[src/rtl/rsr_pkg.sv]
`default_nettype none

package rsr_pkg;

  localparam int unsigned GapsPerRevDef  = 41;
  localparam int unsigned AvgLenDef      = 4;
  localparam int unsigned TicksPerSecDef = 100;

  localparam int NumCoef = 8;
  localparam int CoefW   = 32;
  localparam int GapW    = 10;
  localparam int SetpW   = 16;
  localparam int SpeedW  = 20;
  localparam int DriveW  = 48;
  localparam int PwmW    = 16;
  localparam int OpndW   = 33;
  localparam int ProdW   = CoefW + OpndW;
  localparam int AccW    = 64;
  localparam int AddrW   = $clog2(NumCoef) + 2;
  localparam int ProgLen = 16;
  localparam int PcW     = $clog2(ProgLen);

  typedef enum logic [2:0] {
    COEF_T0, COEF_T1, COEF_T2, COEF_S0, COEF_S1, COEF_S2, COEF_R0, COEF_R1
  } coef_idx_e;

  localparam logic [CoefW-1:0] CoefReset [NumCoef] = '{
    32'(961511), 32'(-3872496), 32'(3899130), 32'(5017849),
    32'(-16456666), 32'(12426956), 32'(24111), 32'(-89647)
  };

  typedef enum logic [3:0] {
    OPND_X, OPND_XH0, OPND_XH1, OPND_Y, OPND_YH0, OPND_YH1,
    OPND_D0LO, OPND_D0HI, OPND_D1LO, OPND_D1HI
  } opnd_e;

  typedef enum logic [1:0] {TERM_HOLD, TERM_SH8, TERM_SH16, TERM_ADD} term_op_e;

  typedef enum logic [1:0] {ACC_HOLD, ACC_ADD, ACC_SUB} acc_op_e;

  typedef enum logic [2:0] {SP_NONE, SP_NUM, SP_DIV, SP_SPD, SP_FIN} spec_e;

  typedef enum logic {JMP_NEXT, JMP_END} jump_e;

  typedef struct packed {
    coef_idx_e coef;
    opnd_e     opnd;
    term_op_e  term;
    acc_op_e   acc;
    spec_e     spec;
    jump_e     jump;
  } uword_t;

  typedef struct packed {
    term_op_e term;
    acc_op_e  acc;
    logic     clr;
  } mac_ctrl_t;

  function automatic uword_t mk(coef_idx_e c, opnd_e o, term_op_e t, acc_op_e a,
                                spec_e s, jump_e j);
    uword_t w;
    w.coef = c;
    w.opnd = o;
    w.term = t;
    w.acc  = a;
    w.spec = s;
    w.jump = j;
    return w;
  endfunction

  // A step selects a coefficient and an operand, which are registered; the product
  // is registered in turn, then moves into the term register and then the accumulator.
  function automatic uword_t ucode(logic [PcW-1:0] pc);
    uword_t w;
    unique case (pc)
      4'd0:  w = mk(COEF_T0, OPND_X,    TERM_HOLD, ACC_HOLD, SP_NUM,  JMP_NEXT);
      4'd1:  w = mk(COEF_T0, OPND_X,    TERM_HOLD, ACC_HOLD, SP_DIV,  JMP_NEXT);
      4'd2:  w = mk(COEF_T2, OPND_X,    TERM_HOLD, ACC_HOLD, SP_SPD,  JMP_NEXT);
      4'd3:  w = mk(COEF_T1, OPND_XH0,  TERM_HOLD, ACC_HOLD, SP_NONE, JMP_NEXT);
      4'd4:  w = mk(COEF_T0, OPND_XH1,  TERM_SH8,  ACC_HOLD, SP_NONE, JMP_NEXT);
      4'd5:  w = mk(COEF_S2, OPND_Y,    TERM_SH8,  ACC_ADD,  SP_NONE, JMP_NEXT);
      4'd6:  w = mk(COEF_S1, OPND_YH0,  TERM_SH8,  ACC_ADD,  SP_NONE, JMP_NEXT);
      4'd7:  w = mk(COEF_S0, OPND_YH1,  TERM_SH8,  ACC_ADD,  SP_NONE, JMP_NEXT);
      4'd8:  w = mk(COEF_R1, OPND_D0LO, TERM_SH8,  ACC_SUB,  SP_NONE, JMP_NEXT);
      4'd9:  w = mk(COEF_R1, OPND_D0HI, TERM_SH8,  ACC_SUB,  SP_NONE, JMP_NEXT);
      4'd10: w = mk(COEF_R0, OPND_D1LO, TERM_SH16, ACC_SUB,  SP_NONE, JMP_NEXT);
      4'd11: w = mk(COEF_R0, OPND_D1HI, TERM_ADD,  ACC_HOLD, SP_NONE, JMP_NEXT);
      4'd12: w = mk(COEF_T0, OPND_X,    TERM_SH16, ACC_SUB,  SP_NONE, JMP_NEXT);
      4'd13: w = mk(COEF_T0, OPND_X,    TERM_ADD,  ACC_HOLD, SP_NONE, JMP_NEXT);
      4'd14: w = mk(COEF_T0, OPND_X,    TERM_HOLD, ACC_SUB,  SP_NONE, JMP_NEXT);
      4'd15: w = mk(COEF_T0, OPND_X,    TERM_HOLD, ACC_HOLD, SP_FIN,  JMP_END);
    endcase
    return w;
  endfunction

endpackage

`default_nettype wire

[src/rtl/rsr_mac.sv]
`default_nettype none

module rsr_mac
  import rsr_pkg::*;
(
  input  wire                        clk_i,
  input  wire mac_ctrl_t             ctrl_i,
  input  wire logic signed [CoefW-1:0] coef_i,
  input  wire logic signed [OpndW-1:0] opnd_i,
  output logic signed [AccW-1:0]     acc_o
);

  logic signed [ProdW-1:0] prod_d, prod_q;
  logic signed [AccW-1:0]  term_d, term_q;
  logic signed [AccW-1:0]  acc_d, acc_q;
  logic signed [AccW:0]    acc_ext, term_ext, sum;

  assign prod_d = coef_i * opnd_i;

  always_comb begin
    case (ctrl_i.term)
      TERM_SH8:  term_d = AccW'(prod_q >>> 8);
      TERM_SH16: term_d = AccW'(prod_q >>> 16);
      TERM_ADD:  term_d = term_q + AccW'(prod_q);
      default:   term_d = term_q;
    endcase
  end

  assign acc_ext  = (AccW+1)'(acc_q);
  assign term_ext = (AccW+1)'(term_q);
  assign sum      = (ctrl_i.acc == ACC_SUB) ? (acc_ext - term_ext) : (acc_ext + term_ext);

  always_comb begin
    if (ctrl_i.clr) begin
      acc_d = '0;
    end else if (ctrl_i.acc == ACC_ADD || ctrl_i.acc == ACC_SUB) begin
      if (sum[AccW] != sum[AccW-1]) begin
        acc_d = sum[AccW] ? {1'b1, {(AccW-1){1'b0}}} : {1'b0, {(AccW-1){1'b1}}};
      end else begin
        acc_d = AccW'(sum);
      end
    end else begin
      acc_d = acc_q;
    end
  end

  always_ff @(posedge clk_i) begin
    prod_q <= prod_d;
    term_q <= term_d;
    acc_q  <= acc_d;
  end

  assign acc_o = acc_q;

endmodule

`default_nettype wire

[config.mk]
export PLATFORM = sky130hd
export DESIGN_NAME = rsr_mac
export DESIGN_NICKNAME = d
export VERILOG_FILES = /design/src/rtl/rsr_pkg.sv /design/src/rtl/rsr_mac.sv
export SDC_FILE = /design/constraint.sdc
export NUM_CORES = 2
export LEC_CHECK = 0
export BUFFER_PORTS_ARGS = -buffer_cell sky130_fd_sc_hd__buf_2
export CORE_AREA = 2 2 454 343
export CTS_BUF_LIST = sky130_fd_sc_hd__clkbuf_2 sky130_fd_sc_hd__clkbuf_4 sky130_fd_sc_hd__clkbuf_8
export DETAILED_ROUTE_END_ITERATION = 16
export DIE_AREA = 0 0 456 345
export GPL_TIMING_DRIVEN = 0
export PLACE_DENSITY = 0.48
export REMOVE_ABC_BUFFERS = 1
export SLEW_MARGIN = 20
export SYNTH_ARGS = -nofsm -noshare
export SYNTH_HDL_FRONTEND = slang
export SYNTH_SLANG_ARGS = --single-unit
[constraint.sdc]
create_clock -name clk_i -period 9.1 [get_ports clk_i]
set_input_delay 0.455 -clock clk_i [delete_from_list [all_inputs] [get_ports clk_i]]
set_output_delay 0.455 -clock clk_i [all_outputs]
set_load 0.02 [all_outputs]
# Yosys cells after proc, flatten, opt, wreduce, memory -nomap -nowiden
# Index checks and enable logic that the tools add are counted.
[word_totals]
register_bits = 193
word_cells = 19
output_inout_bits = 64
[classes]
n_eq_ne = 6
n_reduce_logical = 2
addsub = 3
muxes = 4
multipliers = 1
[ops]
columns = ["op", "n"]
rows = [
  ["64-bit case mux with 3 select lines", 1],
  ["64-bit 2-to-1 mux", 2],
  ["64-bit by 64-bit adder with 65-bit output", 1],
  ["32-bit by 33-bit multiplier with 65-bit output", 1],
  ["65-bit 2-to-1 mux", 1],
  ["64-bit by 64-bit subtractor with 65-bit output", 1],
  ["64-bit adder", 1],
  ["2-bit == test (second input constant)", 3],
  ["2-bit by 1-bit == test with 1-bit output (second input constant)", 2],
  ["3-bit nonzero test", 1],
  ["1-bit logical OR", 1],
  ["1-bit != test", 1],
]

# Depth between registers and ports, before layout
[logic_depth]
depth_word = 4
depth_mapped = 30

# Least setup slack after synthesis
# No wires, ideal clock.
[synth_timing]
path_kind = "input-to-reg"
startpoint = "in opnd_i[32]"
endpoint = "reg prod_q[62]"
setup_slack_ns = 0.910
path_stages = 30
arrival_time_ns = 8.128
required_ns = 9.038
setup_ns = 0.062
n_path_buf = 2
cell_sequence = "clkbuf_1 > nand2_1 > inv_1 > fa_1 > inv_1 > fa_1 > inv_1 > fa_1 > fa_1 > inv_1 > fa_1 > inv_1 > fa_1 > inv_1 > fa_1 > inv_1 > fa_1 > ha_1 > clkbuf_1 > inv_1 > nor2_1 > o21ai_0 > nand2b_1 > a21o_1 > a21o_1 > a21o_1 > a221oi_2 > o21ai_1 > or4b_1 > nand3_1"
[synth_via]
elab_chain_cells = 1
[synth_lines]
columns = ["element", "line_no", "source"]
rows = [
  ["start: declaration", "rsr_mac.sv:9", "input wire logic signed [OpndW-1:0] opnd_i,"],
  ["32-bit by 33-bit multiplier with 65-bit output", "rsr_mac.sv:18", "assign prod_d = coef_i * opnd_i;"],
  ["net prod_d[62]", "rsr_mac.sv:13", "logic signed [ProdW-1:0] prod_d, prod_q;"],
  ["end signal: assignment", "rsr_mac.sv:48", "prod_q <= prod_d;"],
  ["end: declaration", "rsr_mac.sv:13", ""],
]
# The timed path passes the listed nets, and every way through them passes these cells.
# A chain may end at the register's enable or synchronous reset.

# Worst setup path after layout
[layout_timing]
startpoint = "in opnd_i[16]"
endpoint = "reg prod_q[64]"
# Same word-level chain as after synthesis.

==> results.sh <==
export IMPL_stdcell_area_um2=55900
export IMPL_gp_congestion=0.901
export IMPL_io_pins=135
export IMPL_synth_top_family_by_area="adder cells"
export IMPL_drv_cap=0
export IMPL_grt_max_degree=77
export IMPL_cts_tree="yes"
export IMPL_dpl_worst_slack_ps=-1010
export IMPL_fin_worst_skew_ps=26.0
export IMPL_dieArea_um2=157000
export IMPL_yosys_warnings=0
export IMPL_cp_top_family="adder cells"
export IMPL_synth_top_area_share_pct=42.0
export IMPL_async_flop_share_pct=0
export IMPL_vias=40327
export IMPL_cp_arrival_ps=9330
export IMPL_met3_usage_pct=2.62
export IMPL_rows=125
export IMPL_gr_usage_all_layers_pct=20.8
export IMPL_period_share_pct=97.8
export IMPL_cp_common_cell="fa_1"
export IMPL_wl_per_cell_um=20.1
export IMPL_vias_per_cell=5.11
export IMPL_fmax_mhz=112
export IMPL_crit_type="in2reg"
export IMPL_antenna_found_initial=2
export IMPL_drive_gt1_share_pct=3.89
export IMPL_grt_pass1_wl_um=257000
export IMPL_clkLatencyLatePin_ps=590
export IMPL_drt_iter0_markers=2804
export IMPL_die_h_um=345
export IMPL_crit_required_ps=9530
export IMPL_synthTopCellsByArea="fa_1 42%, inv_1 7.7%, ha_1 7.4%, and2_1 6.4%, dfxtp_1 4.9%"
export IMPL_route_detailed_drc=0
export IMPL_portBuffers=134
export IMPL_dpl_cell_area_um2=55400
export IMPL_synth_ff_type="dfxtp_1"
export IMPL_whs_ps=459
export IMPL_ant_nets=0
export IMPL_yosysSeqAreaShare_pct=8.47
export IMPL_synthMuxAreaShare_pct=0.831
export IMPL_first_global_vias=43085
export IMPL_wirelength_um=159000
export IMPL_ys_ff_latch=193
export IMPL_synth_cell_type_count=83
export IMPL_fillers=15832
export IMPL_netlist_instances=5991
export IMPL_final_core_util_pct=36.4
export IMPL_critical_path_buf_inv_count=4
export IMPL_synthAdderAreaFrac_pct=49.5
export IMPL_endpoint_kind="flop"
export IMPL_crit_chain="buf_2 > nand2_1 > fa_1 > fa_1 > fa_1 > fa_1 > inv_1 > fa_1 > inv_1 > fa_1 > inv_1 > fa_1 > fa_1 > ha_1 > a21o_1 > a21o_1 > a221oi_1 > o31ai_1 > a311oi_2 > o31ai_1 > a221oi_2 > o21ai_1 > and4_1 > nor3_1"
export IMPL_start_kind="input pin"
export IMPL_setup_ws_ps=202
export IMPL_yosys_area_share_simple_pct=16.1
export IMPL_grt_use_met2_pct=30.6
export IMPL_layout_min_cycle_time_ps=8900
export IMPL_cts_buffer_depth=2
export IMPL_cts_made_buffers=17
export IMPL_synth_edf_count=64
export IMPL_hold_buffers=0
export IMPL_cts_clk_slew_worst_paths_ps=110
export IMPL_yosysMostFrequentCell="fa_1"
export IMPL_rsz0062_at_grt="false"
export IMPL_initial_utilization_pct=34.6
export IMPL_syn2layout_area_growth_pct=5.17
export IMPL_coreArea_um2=153000
export IMPL_synth_compound_area_share_pct=11.1
export IMPL_die_w_um=456
export IMPL_drv_slew=0
export IMPL_cts_max_level=4
export IMPL_finalNetCount=7345
export IMPL_crit_fanout=32
export IMPL_setup_violations_final=0
export IMPL_worst_slew_pin_slew_ps=1060
export IMPL_hpwl_um=127000
export IMPL_grtUsageMet1_pct=33.1
export IMPL_critPathSlowestCell="buf_2"
export IMPL_synth_top_area_cell="fa_1"
export IMPL_clock_root_buffer="clkbuf_8"
export IMPL_synth_xor_area_share_pct=4.03
export IMPL_slew_headroom_pct=27.7
export IMPL_holdCritPathClass="in2reg"
export IMPL_post_synth_cell_area_avg_um2=8.87
export IMPL_grt_busiest_layer="met1"
export IMPL_syn_area_um2=53200
export IMPL_slowest_delay_ps=710
export IMPL_overflow=0
export IMPL_hold_viol=0
export IMPL_yosys_top_cells_count="1,114 x fa_1, 1,088 x inv_1, 641 x nand2_1, 545 x and2_1, 364 x a21oi_1"
export IMPL_status="finished, final reports clean"
export IMPL_dr_pass1_iters=5
export IMPL_clock_sinks=193
==> state kept, by name, summed over array words and instances (netlist names) <==
name / flops
acc_o: 64
term_q: 64
prod_q: 65
==> timing repair <==
item                                    4_1_cts  5_1_grt
endpoints found under the setup margin        3        2
buffers inserted                              5        1
resized for setup                             3        8
pin swaps                                     0        1
==> layer usage <==
metal	part of all wire (%)	up-vias
met3	5.4	94
met2	42	992
met5	0	-
li1	-	18465
met1	52	20776
met4	0.90	0
==> path summary, 6_finish.rpt <==
kind / startpoint / end / slack (ps) / cells past startpoint
worst max-delay path: opnd_i[16] / prod_q[64]$_DFF_P_ / 200 / 24
worst min register to register: acc_o[27]$_SDFFE_PP0P_ / acc_o[27]$_SDFFE_PP0P_ / 510 / 2
worst min-delay path: ctrl_i[4] / term_q[53]$_DFFE_PP_ / 460 / 2
worst max register to register: term_q[4]$_DFFE_PP_ / acc_o[13]$_SDFFE_PP0P_ / 1960 / 23
==> area by class of cell <==
cell class	instances	area [um^2]	share of cell area, %
Timing Repair Buffer	153	961	1.72
Clock buffer	17	234	0.418
Antenna cell	2	5.00	0.00895
Multi-Input combinational cell	4390	43400	77.6
Sequential cell	193	4500	8.06
Inverter	1090	4100	7.33
Tap cell	2032	2540	4.55
Clock inverter	15	174	0.311
==> metrics by stage <==
step / setup TNS (ps) / cells
after floorplan: 0 / 5673
after CTS: 0 / 7889
after global routing: 0 / 7891
after global placement: -83680 / 7839
after detailed placement: -5600 / 7852
final: 0 / 7892
==> layout by cell type (no fill, tap or decap), types with 104 or more instances in the layout <==
cell     instances
dfxtp_1        129
ha_1           314
a21o_1         104
nand2_1        641
inv_1         1086
and2_1         545
o21ai_0        174
buf_2          124
fa_1          1112
a21oi_1        364
nor2_1         230
xnor2_1        180
==> cells by family after synthesis <==
| family | count (synthesis) |
|---|---|
| compound gates | 950 |
| xor+xnor | 244 |
| fa+ha+maj | 1434 |
| buf+inv | 1408 |
| flops | 193 |
| mux | 43 |
| simple gates | 1719 |
Power is left out: the tool's default activity adds up to more than one toggle a clock period on the data nets, which glitch-free logic cannot reach.
